`src/hw/rtl/mlqs_pkg.sv`:
```
package mlqs_pkg;

   typedef enum logic [3:0] {
      ST_CLEAR,
      ST_IDLE,
      ST_EXEC,
      ST_POP_RD,
      ST_POP_WT,
      ST_UNL_RD,
      ST_UNL_HT,
      ST_UNL_WR,
      ST_SP_RD,
      ST_SP_CMP,
      ST_START,
      ST_PUSH_RD,
      ST_PUSH_WR,
      ST_DONE
   } state_type;

   typedef enum logic [1:0] {
      AFT_NONE,
      AFT_PUSH,
      AFT_START
   } after_type;

   localparam logic [2:0] MODE_ADD    = 3'd0;
   localparam logic [2:0] MODE_REMOVE = 3'd1;
   localparam logic [2:0] MODE_SETPRI = 3'd2;
   localparam logic [2:0] MODE_SCHED  = 3'd3;
   localparam logic [2:0] MODE_TICK   = 3'd4;

   localparam logic REG_SLICE_LOWEST = 1'b0;
   localparam logic REG_SLICE_OTHER  = 1'b1;

   localparam logic [7:0] SLICE_LOWEST_RST = 8'd1;
   localparam logic [7:0] SLICE_OTHER_RST  = 8'd10;
   localparam logic [7:0] ELAPSED_MAX      = 8'd255;

endpackage

```
`src/hw/rtl/mlqs_ram.sv`:
```
module mlqs_ram #(
   parameter int DEPTH = 64,
   parameter int WIDTH = 6
) (
   input  logic                     clock,
   input  logic                     we,
   input  logic [$clog2(DEPTH)-1:0] waddr,
   input  logic [WIDTH-1:0]         wdata,
   input  logic                     re,
   input  logic [$clog2(DEPTH)-1:0] raddr,
   output logic [WIDTH-1:0]         rdata
);

   logic [WIDTH-1:0] mem [DEPTH];

   always_ff @(posedge clock) begin
      if (we) begin
         mem[waddr] <= wdata;
      end
      if (re) begin
         rdata <= mem[raddr];
      end
   end

endmodule

```
`src/hw/rtl/mlqs_pick.sv`:
```
module mlqs_pick #(
   parameter int N = 32
) (
   input  logic [N-1:0]         flags,
   input  logic [N-1:0]         mask,
   output logic                 hit,
   output logic [$clog2(N)-1:0] level
);

   always_comb begin
      hit   = 1'b0;
      level = '0;
      for (int l = 0; l < N; l++) begin
         if (flags[l] && mask[l]) begin
            hit   = 1'b1;
            level = ($clog2(N))'(l);
         end
      end
   end

endmodule

```
`src/hw/rtl/multilevel_queue_task_scheduler_top.sv`:
```
// Multilevel queue task scheduler. Each request item adds, removes or re-prioritises a task,
// asks for a schedule or marks a tick, and yields exactly one response item with the running
// task. Run queues are doubly linked lists held in synchronous RAMs (next and previous links,
// queue heads and tails, task levels); a sequencer reads, modifies and writes them back one
// step a cycle. An item that touches no queue RAM goes from the execute state straight to the
// done state; a pop with unlink followed by requeueing the displaced task steps through pop
// read, pop wait, unlink read, unlink head/tail, unlink write, start, push read and push write.
// The next request is taken the cycle after the response is loaded, or later while the previous
// response is still waiting to be taken. After reset a clearing pass zeroes the task level
// RAM, during which no request item is taken; configuration writes are accepted throughout.
module multilevel_queue_task_scheduler_top #(
   parameter int NUM_LEVELS = 32,
   parameter int MAX_TASKS  = 64
) (
   input  logic        clock,
   input  logic        reset,
   input  logic        req_valid,
   output logic        req_ready,
   input  logic [2:0]  req_mode,
   input  logic [5:0]  req_task_id,
   input  logic [4:0]  req_priority_req,
   input  logic        req_can_preempt,
   output logic        rsp_valid,
   input  logic        rsp_ready,
   output logic [5:0]  rsp_current_task,
   output logic        rsp_current_valid,
   output logic        rsp_switched,
   output logic        rsp_found,
   input  logic        csr_psel,
   input  logic        csr_penable,
   input  logic        csr_pwrite,
   input  logic [2:0]  csr_paddr,
   input  logic [31:0] csr_pwdata,
   output logic [31:0] csr_prdata,
   output logic        csr_pready
);

   import mlqs_pkg::*;

   localparam int TW = $clog2(MAX_TASKS);
   localparam int LW = $clog2(NUM_LEVELS);

   state_type             state_ff, state_in;
   after_type             after_ff, after_in;
   logic [2:0]            mode_ff;
   logic [TW-1:0]         task_ff;
   logic [LW-1:0]         lvl_ff;
   logic                  may_ff;
   logic                  tok_ff;
   logic [TW-1:0]         work_ff, work_in;
   logic [LW-1:0]         pick_ff, pick_in;
   logic [TW-1:0]         rt_ff, rt_in;
   logic                  rv_ff, rv_in;
   logic [LW-1:0]         rl_ff, rl_in;
   logic [7:0]            el_ff, el_in;
   logic [NUM_LEVELS-1:0] nonempty_ff, nonempty_in;
   logic [MAX_TASKS-1:0]  queued_ff, queued_in;
   logic [TW-1:0]         was_task_ff;
   logic                  was_valid_ff;
   logic                  found_ff, found_in;
   logic                  rsp_valid_ff, rsp_valid_in;
   logic [5:0]            rsp_task_ff, rsp_task_in;
   logic                  rsp_cur_ff, rsp_cur_in;
   logic                  rsp_sw_ff, rsp_sw_in;
   logic                  rsp_found_ff, rsp_found_in;
   logic [TW-1:0]         clr_ff, clr_in;
   logic [7:0]            slice_lo_ff, slice_hi_ff;

   logic                  nx_we, pv_we, hd_we, tl_we, lv_we;
   logic [TW-1:0]         nx_wa, pv_wa, lv_wa;
   logic [LW-1:0]         hd_wa, tl_wa;
   logic [TW-1:0]         nx_wd, pv_wd, hd_wd, tl_wd;
   logic [LW-1:0]         lv_wd;
   logic                  tk_re, ht_re;
   logic [TW-1:0]         tk_ra;
   logic [LW-1:0]         ht_ra;
   logic [TW-1:0]         nx_q, pv_q, hd_q, tl_q;
   logic [LW-1:0]         lv_q;

   logic [NUM_LEVELS-1:0] mask_hi, mask_lo, mask_a;
   logic                  hit_a, hit_b;
   logic [LW-1:0]         lvl_a, lvl_b;
   logic [LW-1:0]         cur;
   logic [7:0]            el_new;
   logic [7:0]            slice;
   logic                  is_run, may_ok, go_pop, add_ok, sp_move;
   logic [TW-1:0]         push_task;
   logic [LW-1:0]         push_lvl;
   logic                  is_head, is_tail;
   logic                  cfg_we;
   logic                  rsp_free;

   mlqs_ram #(.DEPTH(MAX_TASKS), .WIDTH(TW)) u_next (
      .clock(clock), .we(nx_we), .waddr(nx_wa), .wdata(nx_wd),
      .re(tk_re), .raddr(tk_ra), .rdata(nx_q)
   );
   mlqs_ram #(.DEPTH(MAX_TASKS), .WIDTH(TW)) u_prev (
      .clock(clock), .we(pv_we), .waddr(pv_wa), .wdata(pv_wd),
      .re(tk_re), .raddr(tk_ra), .rdata(pv_q)
   );
   mlqs_ram #(.DEPTH(MAX_TASKS), .WIDTH(LW)) u_level (
      .clock(clock), .we(lv_we), .waddr(lv_wa), .wdata(lv_wd),
      .re(tk_re), .raddr(tk_ra), .rdata(lv_q)
   );
   mlqs_ram #(.DEPTH(NUM_LEVELS), .WIDTH(TW)) u_head (
      .clock(clock), .we(hd_we), .waddr(hd_wa), .wdata(hd_wd),
      .re(ht_re), .raddr(ht_ra), .rdata(hd_q)
   );
   mlqs_ram #(.DEPTH(NUM_LEVELS), .WIDTH(TW)) u_tail (
      .clock(clock), .we(tl_we), .waddr(tl_wa), .wdata(tl_wd),
      .re(ht_re), .raddr(ht_ra), .rdata(tl_q)
   );

   mlqs_pick #(.N(NUM_LEVELS)) u_pick_a (
      .flags(nonempty_ff), .mask(mask_a), .hit(hit_a), .level(lvl_a)
   );
   mlqs_pick #(.N(NUM_LEVELS)) u_pick_b (
      .flags(nonempty_ff), .mask(mask_lo), .hit(hit_b), .level(lvl_b)
   );

   assign cur    = rv_ff ? rl_ff : '0;
   assign el_new = (rv_ff && el_ff != ELAPSED_MAX) ? el_ff + 8'd1 : el_ff;
   assign slice  = (cur == '0) ? slice_lo_ff : slice_hi_ff;
   assign is_run = rv_ff && (rt_ff == task_ff);
   assign may_ok = !rv_ff || may_ff;
   assign add_ok = tok_ff && !queued_ff[task_ff] && !is_run;
   assign sp_move = tok_ff && queued_ff[task_ff] && !is_run;
   assign go_pop = may_ok && (hit_a ||
                   (mode_ff == MODE_TICK && rv_ff && el_new >= slice && hit_b));
   assign push_task = (after_ff == AFT_START) ? rt_ff : work_ff;
   assign push_lvl  = (after_ff == AFT_START) ? rl_ff : lvl_ff;
   assign is_head = hd_q == work_ff;
   assign is_tail = tl_q == work_ff;
   assign rsp_free = !rsp_valid_ff || rsp_ready;

   always_comb begin
      for (int l = 0; l < NUM_LEVELS; l++) begin
         mask_hi[l] = LW'(l) > cur;
         mask_lo[l] = LW'(l) <= cur;
      end
      mask_a = (mode_ff == MODE_TICK) ? mask_hi : '1;
   end

   always_comb begin
      state_in = state_ff;
      case (state_ff)
         ST_CLEAR: begin
            if (clr_ff == TW'(MAX_TASKS - 1)) state_in = ST_IDLE;
         end
         ST_IDLE: begin
            if (req_valid) state_in = ST_EXEC;
         end
         ST_EXEC: begin
            case (mode_ff)
               MODE_ADD: state_in = add_ok ? ST_PUSH_RD : ST_DONE;
               MODE_REMOVE: begin
                  if (tok_ff && is_run) begin
                     state_in = hit_a ? ST_POP_RD : ST_DONE;
                  end else if (tok_ff && queued_ff[task_ff]) begin
                     state_in = ST_UNL_RD;
                  end else begin
                     state_in = ST_DONE;
                  end
               end
               MODE_SETPRI: state_in = sp_move ? ST_SP_RD : ST_DONE;
               MODE_SCHED, MODE_TICK: state_in = go_pop ? ST_POP_RD : ST_DONE;
               default: state_in = ST_DONE;
            endcase
         end
         ST_POP_RD: state_in = ST_POP_WT;
         ST_POP_WT: state_in = ST_UNL_RD;
         ST_UNL_RD: state_in = ST_UNL_HT;
         ST_UNL_HT: state_in = ST_UNL_WR;
         ST_SP_RD:  state_in = ST_SP_CMP;
         ST_SP_CMP: state_in = (lv_q == lvl_ff) ? ST_DONE : ST_UNL_WR;
         ST_UNL_WR: begin
            case (after_ff)
               AFT_PUSH:  state_in = ST_PUSH_RD;
               AFT_START: state_in = ST_START;
               default:   state_in = ST_DONE;
            endcase
         end
         ST_START:   state_in = rv_ff ? ST_PUSH_RD : ST_DONE;
         ST_PUSH_RD: state_in = ST_PUSH_WR;
         ST_PUSH_WR: state_in = ST_DONE;
         ST_DONE: begin
            if (rsp_free) state_in = ST_IDLE;
         end
         default: state_in = ST_IDLE;
      endcase
   end

   always_comb begin
      after_in     = after_ff;
      work_in      = work_ff;
      pick_in      = pick_ff;
      rt_in        = rt_ff;
      rv_in        = rv_ff;
      rl_in        = rl_ff;
      el_in        = el_ff;
      nonempty_in  = nonempty_ff;
      queued_in    = queued_ff;
      found_in     = found_ff;
      clr_in       = clr_ff;
      rsp_valid_in = rsp_valid_ff && !rsp_ready;
      rsp_task_in  = rsp_task_ff;
      rsp_cur_in   = rsp_cur_ff;
      rsp_sw_in    = rsp_sw_ff;
      rsp_found_in = rsp_found_ff;
      nx_we = 1'b0; nx_wa = '0; nx_wd = '0;
      pv_we = 1'b0; pv_wa = '0; pv_wd = '0;
      hd_we = 1'b0; hd_wa = '0; hd_wd = '0;
      tl_we = 1'b0; tl_wa = '0; tl_wd = '0;
      lv_we = 1'b0; lv_wa = '0; lv_wd = '0;
      tk_re = 1'b0; tk_ra = work_ff;
      ht_re = 1'b0; ht_ra = lv_q;
      case (state_ff)
         ST_CLEAR: begin
            lv_we  = 1'b1;
            lv_wa  = clr_ff;
            clr_in = clr_ff + TW'(1);
         end
         ST_IDLE: begin
            found_in = 1'b0;
         end
         ST_EXEC: begin
            work_in  = task_ff;
            after_in = AFT_NONE;
            pick_in  = hit_a ? lvl_a : lvl_b;
            case (mode_ff)
               MODE_REMOVE: begin
                  if (tok_ff && is_run) begin
                     found_in = 1'b1;
                     rv_in    = 1'b0;
                     after_in = AFT_START;
                  end else if (tok_ff && queued_ff[task_ff]) begin
                     found_in = 1'b1;
                  end
               end
               MODE_SETPRI: begin
                  after_in = AFT_PUSH;
                  if (tok_ff && !sp_move) begin
                     lv_we = 1'b1;
                     lv_wa = task_ff;
                     lv_wd = lvl_ff;
                     if (is_run) rl_in = lvl_ff;
                  end
               end
               MODE_SCHED: after_in = AFT_START;
               MODE_TICK: begin
                  after_in = AFT_START;
                  el_in    = el_new;
               end
               default: after_in = AFT_NONE;
            endcase
         end
         ST_POP_RD: begin
            ht_re = 1'b1;
            ht_ra = pick_ff;
         end
         ST_POP_WT: work_in = hd_q;
         ST_UNL_RD, ST_SP_RD: tk_re = 1'b1;
         ST_UNL_HT: ht_re = 1'b1;
         ST_SP_CMP: ht_re = lv_q != lvl_ff;
         ST_UNL_WR: begin
            queued_in[work_ff] = 1'b0;
            if (is_head && is_tail) begin
               nonempty_in[lv_q] = 1'b0;
            end else if (is_head) begin
               hd_we = 1'b1; hd_wa = lv_q; hd_wd = nx_q;
            end else if (is_tail) begin
               tl_we = 1'b1; tl_wa = lv_q; tl_wd = pv_q;
            end else begin
               nx_we = 1'b1; nx_wa = pv_q; nx_wd = nx_q;
               pv_we = 1'b1; pv_wa = nx_q; pv_wd = pv_q;
            end
         end
         ST_START: begin
            if (!rv_ff) begin
               rt_in = work_ff;
               rv_in = 1'b1;
               rl_in = pick_ff;
               el_in = '0;
            end
         end
         ST_PUSH_RD: begin
            ht_re = 1'b1;
            ht_ra = push_lvl;
         end
         ST_PUSH_WR: begin
            if (nonempty_ff[push_lvl]) begin
               nx_we = 1'b1; nx_wa = tl_q; nx_wd = push_task;
               pv_we = 1'b1; pv_wa = push_task; pv_wd = tl_q;
            end else begin
               hd_we = 1'b1; hd_wa = push_lvl; hd_wd = push_task;
               nonempty_in[push_lvl] = 1'b1;
            end
            tl_we = 1'b1; tl_wa = push_lvl; tl_wd = push_task;
            lv_we = 1'b1; lv_wa = push_task; lv_wd = push_lvl;
            queued_in[push_task] = 1'b1;
            if (after_ff == AFT_START) begin
               rt_in = work_ff;
               rv_in = 1'b1;
               rl_in = pick_ff;
               el_in = '0;
            end
         end
         ST_DONE: begin
            if (rsp_free) begin
               rsp_valid_in = 1'b1;
               rsp_task_in  = rv_ff ? 6'(rt_ff) : 6'd0;
               rsp_cur_in   = rv_ff;
               rsp_sw_in    = (was_valid_ff != rv_ff) || (rv_ff && was_task_ff != rt_ff);
               rsp_found_in = found_ff;
            end
         end
         default: found_in = found_ff;
      endcase
   end

   assign cfg_we = csr_psel && csr_penable && csr_pwrite;

   always_ff @(posedge clock) begin
      if (reset) begin
         state_ff     <= ST_CLEAR;
         after_ff     <= AFT_NONE;
         rv_ff        <= 1'b0;
         rt_ff        <= '0;
         rl_ff        <= '0;
         el_ff        <= '0;
         nonempty_ff  <= '0;
         queued_ff    <= '0;
         rsp_valid_ff <= 1'b0;
         clr_ff       <= '0;
         slice_lo_ff  <= SLICE_LOWEST_RST;
         slice_hi_ff  <= SLICE_OTHER_RST;
      end else begin
         state_ff     <= state_in;
         after_ff     <= after_in;
         rv_ff        <= rv_in;
         rt_ff        <= rt_in;
         rl_ff        <= rl_in;
         el_ff        <= el_in;
         nonempty_ff  <= nonempty_in;
         queued_ff    <= queued_in;
         rsp_valid_ff <= rsp_valid_in;
         clr_ff       <= clr_in;
         if (cfg_we) begin
            case (csr_paddr[2])
               REG_SLICE_LOWEST: slice_lo_ff <= csr_pwdata[7:0];
               REG_SLICE_OTHER:  slice_hi_ff <= csr_pwdata[7:0];
               default:          slice_lo_ff <= slice_lo_ff;
            endcase
         end
      end
   end

   always_ff @(posedge clock) begin
      work_ff      <= work_in;
      pick_ff      <= pick_in;
      found_ff     <= found_in;
      rsp_task_ff  <= rsp_task_in;
      rsp_cur_ff   <= rsp_cur_in;
      rsp_sw_ff    <= rsp_sw_in;
      rsp_found_ff <= rsp_found_in;
      if (state_ff == ST_IDLE && req_valid) begin
         mode_ff      <= req_mode;
         task_ff      <= TW'(req_task_id);
         tok_ff       <= 32'(req_task_id) < 32'(MAX_TASKS);
         lvl_ff       <= (32'(req_priority_req) >= 32'(NUM_LEVELS)) ?
                         LW'(NUM_LEVELS - 1) : LW'(req_priority_req);
         may_ff       <= req_can_preempt;
         was_task_ff  <= rt_ff;
         was_valid_ff <= rv_ff;
      end
   end

   assign req_ready         = state_ff == ST_IDLE;
   assign rsp_valid         = rsp_valid_ff;
   assign rsp_current_task  = rsp_task_ff;
   assign rsp_current_valid = rsp_cur_ff;
   assign rsp_switched      = rsp_sw_ff;
   assign rsp_found         = rsp_found_ff;
   assign csr_pready        = 1'b1;
   assign csr_prdata        = (csr_paddr[2] == REG_SLICE_OTHER) ?
                              {24'd0, slice_hi_ff} : {24'd0, slice_lo_ff};

endmodule

```
`config.mk`:
```
export PLATFORM = sky130hd
export DESIGN_NAME = multilevel_queue_task_scheduler_top
export DESIGN_NICKNAME = d
export VERILOG_FILES = /design/src/hw/rtl/mlqs_pkg.sv /design/src/hw/rtl/mlqs_ram.sv /design/src/hw/rtl/mlqs_pick.sv /design/src/hw/rtl/multilevel_queue_task_scheduler_top.sv
export SDC_FILE = /design/constraint.sdc
export NUM_CORES = 2
export LEC_CHECK = 0
export ABC_AREA = 1
export BUFFER_PORTS_ARGS = -buffer_cell sky130_fd_sc_hd__buf_2
export CORE_MARGIN = 10
export CORE_UTILIZATION = 68
export CTS_CLUSTER_SIZE = 16
export DETAILED_ROUTE_END_ITERATION = 10
export PLACE_DENSITY = 0.85
export SLEW_MARGIN = 20
export SYNTH_ARGS = -nofsm -noshare
export SYNTH_HDL_FRONTEND = slang
export SYNTH_SLANG_ARGS = --single-unit
```
`constraint.sdc`:
```
create_clock -name clock -period 11.91 [get_ports clock]
set_clock_uncertainty 0.15 [all_clocks]
set_input_delay 0 -clock clock [delete_from_list [all_inputs] [get_ports clock]]
set_output_delay 0 -clock clock [all_outputs]
set_load 0.01 [all_outputs]
```
## Word level (Yosys, flattened, before mapping)

Memory sizes are Yosys's and may differ from the RTL's. A register that Yosys moved wholly into a read port is not among the register bits.
Cells that the tools add are included.

- Bits of input ports: 57
- Word-level logic and storage cells: 517
- Memories: 5
- Memory bits (writable): 1472
- Register bits: 188
- Output and inout bits: 44

- Reductions and logical operators: 114
- Add/sub/neg operators: 2
- Magnitude comparators: 74
- Bitwise logic cells: 7
- Equality and inequality tests: 41
- Mux-type cells: 249

Memory list:

| name | words | bits a word | rd ports | clocked after memory_dff | write ports | RTL line | RTL |
|---|---|---|---|---|---|---|---|
| u_next.mem | 64 | 6 | 1 | 1 | 1 | mlqs_ram.sv:14 | `logic [WIDTH-1:0] mem [DEPTH];` |
| u_prev.mem | 64 | 6 | 1 | 1 | 1 | mlqs_ram.sv:14 |  |
| u_level.mem | 64 | 5 | 1 | 1 | 1 | mlqs_ram.sv:14 |  |
| u_head.mem | 32 | 6 | 1 | 1 | 1 | mlqs_ram.sv:14 |  |
| u_tail.mem | 32 | 6 | 1 | 1 | 1 | mlqs_ram.sv:14 |  |

Operator list:

| cell | count |
|---|---|
| $mux 5 | 48 |
| $pmux 64 s2 | 1 |
| $mux 6 | 19 |
| $mux 1 | 101 |
| $mux 32 | 3 |
| $mux 4 | 24 |
| $logic_and 1x1->1 | 82 |
| $gt 5x5->1 const A | 16 |
| $le 5x5->1 const A | 16 |
| $pmux 6 s2 | 6 |
| $and 64x64->64 | 1 |
| $not 64->64 | 1 |
| $or 64x64->64 | 1 |
| $pmux 32 s2 | 1 |
| $pmux 4 s14 | 1 |
| $mux 8 | 6 |
| $gt 4x5->1 const A | 8 |
| $le 4x5->1 const A | 8 |
| $pmux 5 s2 | 4 |
| $mux 3 | 11 |
| $and 32x32->32 | 1 |
| $not 32->32 | 1 |
| $or 32x32->32 | 1 |
| $eq 4x4->1 const B | 6 |
| 58 further kinds | 120 |

## Logic depth before layout (Yosys ltp)

- Word-level depth: 41
- Gate-level depth with buffers: 34
- Depth with buffers taken out: 33

## Modules after synthesis

Synthesis repeated with hierarchy kept, for this count alone.

- Cell total of the unflattened synthesis: 7241
- Area, all modules: 74114.8 um^2

By module, submodules not included:

| module | sequential area each (um^2) | cells each | area each (um^2) | times used |
|---|---|---|---|---|
| mlqs_ram at u_next ... | 11711.2 | 1376 | 15990.3 | 2 |
| mlqs_ram at u_head ... | 5945.7 | 704 | 8137.8 | 2 |
| mlqs_ram at u_level | 9759.4 | 1180 | 13486.7 | 1 |
| multilevel_queue_task_scheduler_top | 4194.0 | 1679 | 11388.4 | 1 |
| mlqs_pick | 0.0 | 111 | 491.7 | 2 |

## Least setup slack after synthesis

Ideal clock, no wire load.

- Path type: register to register
- From: register after_ff[0]
- To: memory u_prev.mem[9][0] (enable)
- Path buffers: 1
- Setup slack: 6.691 ns
- Stages on the path, launching flop included: 14
- Required time: 11.405 ns
- Library setup time: 0.355 ns
- Period minus slack after synthesis: 5.219 ns
- Arrival time: 4.714 ns
- Cell sequence: dfxtp_1 inv_1 ha_1 buf_4 o21ai_2 inv_1 nor2_1 a22o_1 a221oi_1 nand2_1 inv_2 o22ai_1 nand2_1 nor2_1

- Elaborated cells on any way between the ends: 11
- Classes of those cells: eq/ne: 1; mux: 10

RTL lines:

| element | RTL line | RTL |
|---|---|---|
| from (decl) | multilevel_queue_task_scheduler_top.sv:44 | `after_type after_ff, after_in;` |
| from (signal assigned) | multilevel_queue_task_scheduler_top.sv:339 | `after_ff <= after_in;` |
| $eq 2x2->1 * | multilevel_queue_task_scheduler_top.sv:130, multilevel_queue_task_scheduler_top.sv:131 |  |
| $mux 5 | multilevel_queue_task_scheduler_top.sv:131 | `assign push_lvl = (after_ff == AFT_START) ? rl_ff : lvl_ff;` |
| $bmux 1 s5 | multilevel_queue_task_scheduler_top.sv:291 | `if (nonempty_ff[push_lvl]) begin` |
| $mux 1 (implied by the code) | multilevel_queue_task_scheduler_top.sv:291 |  |
| $mux 6 * | -- |  |
| $pmux 6 s2 * | -- |  |
| named net nx_wd[0] | multilevel_queue_task_scheduler_top.sv:72 | `logic [TW-1:0] nx_wd, pv_wd, hd_wd, tl_wd;` |
| to (decl) | mlqs_ram.sv:14 |  |

The timed path passes the listed nets; every way through them passes the cells marked *. The select of a mux whose other input is x is not followed.

## Worst setup path after layout

- From: register after_ff[0]
- To: memory u_next.mem[50][1] (enable)

- Elaborated cells on any way between the ends: 10
- Classes of those cells: eq/ne: 1; mux: 9

RTL lines:

| element | RTL line | RTL |
|---|---|---|
| $eq 2x2->1 | multilevel_queue_task_scheduler_top.sv:131 |  |
| $mux 5 | multilevel_queue_task_scheduler_top.sv:131 |  |
| $bmux 1 s5 | multilevel_queue_task_scheduler_top.sv:291 |  |
| $mux 1 (implied by the code) | multilevel_queue_task_scheduler_top.sv:291 |  |
| $mux 6 | multilevel_queue_task_scheduler_top.sv:291 |  |
| $pmux 6 s2 | multilevel_queue_task_scheduler_top.sv:217 | `case (state_ff)` |
| named net nx_wa[1] | multilevel_queue_task_scheduler_top.sv:70 | `logic [TW-1:0] nx_wa, pv_wa, lv_wa;` |
| to (decl) | mlqs_ram.sv:14 |  |

The timed path passes the listed nets, and every way through them passes these cells. The select of a mux whose other input is x is not followed.

==> results.json <==
{
  "layout_commonest_cell": "edfxtp_1",
  "nets": 5796,
  "highest_layer": "met5",
  "met2_length_um": 89090,
  "crit_top_cell": "nand2_1",
  "cts_buffer_depth": 3,
  "dr.first_iter.drc_count": 8654,
  "synth_cells": 5659,
  "mostFrequentLayoutCells": "1544 x edfxtp_1, 1215 x nand2_1, 500 x nor2_1, 377 x a21oi_1, 250 x inv_1",
  "area_delta_synth_final_pct": 10.76,
  "slew_headroom_pct": 13.70,
  "syn_avg_cell_area_sq_um": 12.17,
  "fillCellCount": 5478,
  "num_vias": 49640,
  "die_h_um": 338.2,
  "worstSkewPairLatency_ns": 0.80,
  "critPathArrivalTime_ns": 7.11,
  "start_kind": "flip-flop",
  "dpl.hpwl_um": 106100,
  "p_per_area_nw_per_um2": 148.7,
  "crit_path_max_fanout": 71,
  "required_ns": 12.19,
  "fin_crit_sh_pct": 57.31,
  "row_count": 116,
  "wl_met1_um": 63230,
  "ff_latch_area_sq_um": 49270,
  "cts_tree": "built",
  "critPathBufInv": 3,
  "yosys_warnings": 0,
  "gp_congestion": 0.9479,
  "finalSetupTns_ns": 0,
  "startpoint": "after_ff[0]",
  "leakage_nw": 27.03,
  "synth_flop_cell": "edfxtp_1",
  "tightest_slew_ns": 1.292,
  "synth-async-reset-ratio_pct": 0,
  "final_hold_viol_count": 0,
  "dr.pass1.iters": 11,
  "die_w_um": 338.2,
  "yosysUniqueCellTypes": 60,
  "hold_depth": 4,
  "drive_above_1_share_pct": 7.343,
  "min_from": "req_valid",
  "regToRegSetupSlack_ns": 5.08,
  "syn_area_sq_um": 68840,
  "multi_input_area_sq_um": 17770,
  "layout.cells.non_filler": 7214,
  "ios": 101,
  "avgRoutedWirePerCell_um": 25.94,
  "core_sq_um": 100300,
  "htreeDepth": 4,
  "rr_worst_depth": 16,
  "fin_util_pct": 76.03,
  "ys_seq_area_share_pct": 71.56,
  "cp_slowest_stage_delay_ns": 0.79,
  "fmaxAchievable_ghz": 0.1465,
  "cts-root-buf": "clkbuf_16",
  "start_util_pct": 68.64,
  "grt_first_pass_wirelength_um": 281400,
  "status": "finished, final reports clean",
  "postPlaceCellArea_sq_um": 70550,
  "synth_edf_count": 1544,
  "port_buffers": 49,
  "path_delay_family": "simple AND/OR/NAND/NOR gates",
  "wl_met3_um": 24520,
  "endpoint_kind": "flip-flop",
  "path_cells": "inv_1 -> ha_1 -> nand2_1 -> o21ai_2 -> inv_2 -> nor2_2 -> a22oi_1 -> o221ai_1 -> a22o_1 -> a221oi_1 -> nand2_1 -> nand2_2 -> o22ai_4 -> buf_4 -> nand3_1 -> nor2_1",
  "rsz0062_at_grt": "no",
  "grt_max_degree": 137,
  "crit_type": "reg2reg",
  "setup_viol": 0,
  "irDropWorstVdd_mv": 0.1363,
  "maxSlewViolCount": 0,
  "cap_violations": 0,
  "r2r_end": "u_next.mem[50][1]",
  "place_inst": 6858,
  "hold_class": "in2reg",
  "antenna_found_initial": 3,
  "totalWireLength_um": 187100,
  "crit_path_top_delay_cell": "nor2_1",
  "stdcell_area_sq_um": 76250,
  "whs_endpoint": "lvl_ff[2]",
  "grt_pass1_vias": 47190,
  "grt-ovfl-total": 0,
  "numCtsBuffers": 157,
  "drc": 0,
  "clk_pin_slew_ns": 0.06,
  "path_depth": 16,
  "grt_use_total_pct": 31.49,
  "period_needed_ns": 6.825,
  "ant_nets": 0,
  "holdWs_ns": 0.1365,
  "cts.sinks": 1689,
  "viasPerCell": 6.881,
  "design.die.area_sq_um": 114400,
  "rr_startpoint": "after_ff[0]",
  "synth_seq_cells": 1689
}
-- worst max-delay path by stage --
stage                              to  slack [ns]
CTS                 u_next.mem[55][1]        5.41
floorplan            u_prev.mem[9][0]        6.69
global placement    u_next.mem[18][5]        5.66
finish              u_next.mem[50][1]        5.08
global route        u_next.mem[11][2]        4.99
detailed placement  u_next.mem[55][3]        5.44
-- kinds of logic after synthesis --
kind of cell	synth area share [%]
xor gates and xnor gates	0.1527
buffers and inverters	3.339
DFF	71.56
AOI/OAI and AO/OA	11.90
other	0.01091
adders and majority gates	0.2181
and+or+nand+nor	12.82
-- state kept, by name, summed over array words and instances, names as in the netlist, 6 cells and up --
| register | flops |
|---|---|
| slice_hi_ff | 8 |
| u_head.rdata | 6 |
| u_next.mem | 384 |
| was_task_ff | 6 |
| clr_ff | 6 |
| nonempty_ff | 32 |
| u_next.rdata | 6 |
| slice_lo_ff | 8 |
| el_ff | 8 |
| u_head.mem | 192 |
| tk_ra | 6 |
| u_prev.rdata | 6 |
| rsp_current_task | 6 |
| rt_ff | 6 |
| queued_ff | 64 |
| u_tail.rdata | 6 |
| task_ff | 6 |
| u_prev.mem | 384 |
| u_level.mem | 320 |
| u_tail.mem | 192 |
-- worst min-delay path: stages --
cell and delay (ns):
dlygate4sd3_1 0.57, buf_2 0.16, inv_1 0.06, nor2_2 0.10
-- area by class of cell --
type | instances | share of cell area [%]
antenna | 1 | 0.003282
clock buffer | 201 | 5.477
clock inverter | 87 | 1.049
inverter | 269 | 1.328
multi-input combinational | 3421 | 23.31
sequential | 1689 | 64.61
tap | 1357 | 2.227
timing repair buffer | 189 | 1.995
-- Yosys cell counts, drive strengths merged, types with 39 or more instances --
| cell | count | area share [%] |
|---|---|---|
| edfxtp | 1544 | 67 |
| nand2 | 1219 | 6.7 |
| nor2 | 508 | 2.8 |
| a21oi | 378 | 2.8 |
| inv | 265 | 1.4 |
| clkbuf | 216 | 1.2 |
| o21ai | 191 | 1.4 |
| a22oi | 184 | 2.0 |
| a221oi | 155 | 2.0 |
| nand4 | 148 | 1.3 |
| dfxtp | 145 | 4.2 |
| nor3 | 131 | 0.95 |
| nand3 | 104 | 0.76 |
| a22o | 100 | 1.3 |
| buf | 87 | 0.69 |
| a31oi | 54 | 0.49 |
| a211oi | 43 | 0.48 |
| o22ai | 39 | 0.41 |
-- layer usage --
metal	vias to the layer above	track usage, %
li1	20980	-
met1	23430	40.55
met2	4396	50.88
met3	826	6.791
met4	4	15.26
met5	-	0.04248
-- through the flow --
step | total power, mW | worst slack [ns]
2_1_floorplan | 6.545 | 6.691
3_3_place_gp | 6.557 | 5.657
3_5_place_dp | 6.560 | 5.438
4_1_cts | 11.32 | 5.406
5_1_grt | 11.55 | 4.991
6_report | 11.34 | 5.085
-- power breakdown --
part / internal (mW) / switching (mW) / total, mW / leakage [nW]
Combinational: 0.0252 / 0.0453 / 0.0705 / 7.21
Sequential: 6.38 / 0.00405 / 6.38 / 17.4
Clock: 2.68 / 2.21 / 4.89 / 2.42
Total: 9.08 / 2.26 / 11.3 / 27.0
-- repair_timing --
action | CTS | global route
hold buffers | 66 | 0
hold endpoints to repair | 98 | 0
gates resized for setup | 0 | 0
buffers inserted | 0 | 0
setup endpoints to repair | 0 | 0
Note: power is estimated with default switching activity, not from simulation.
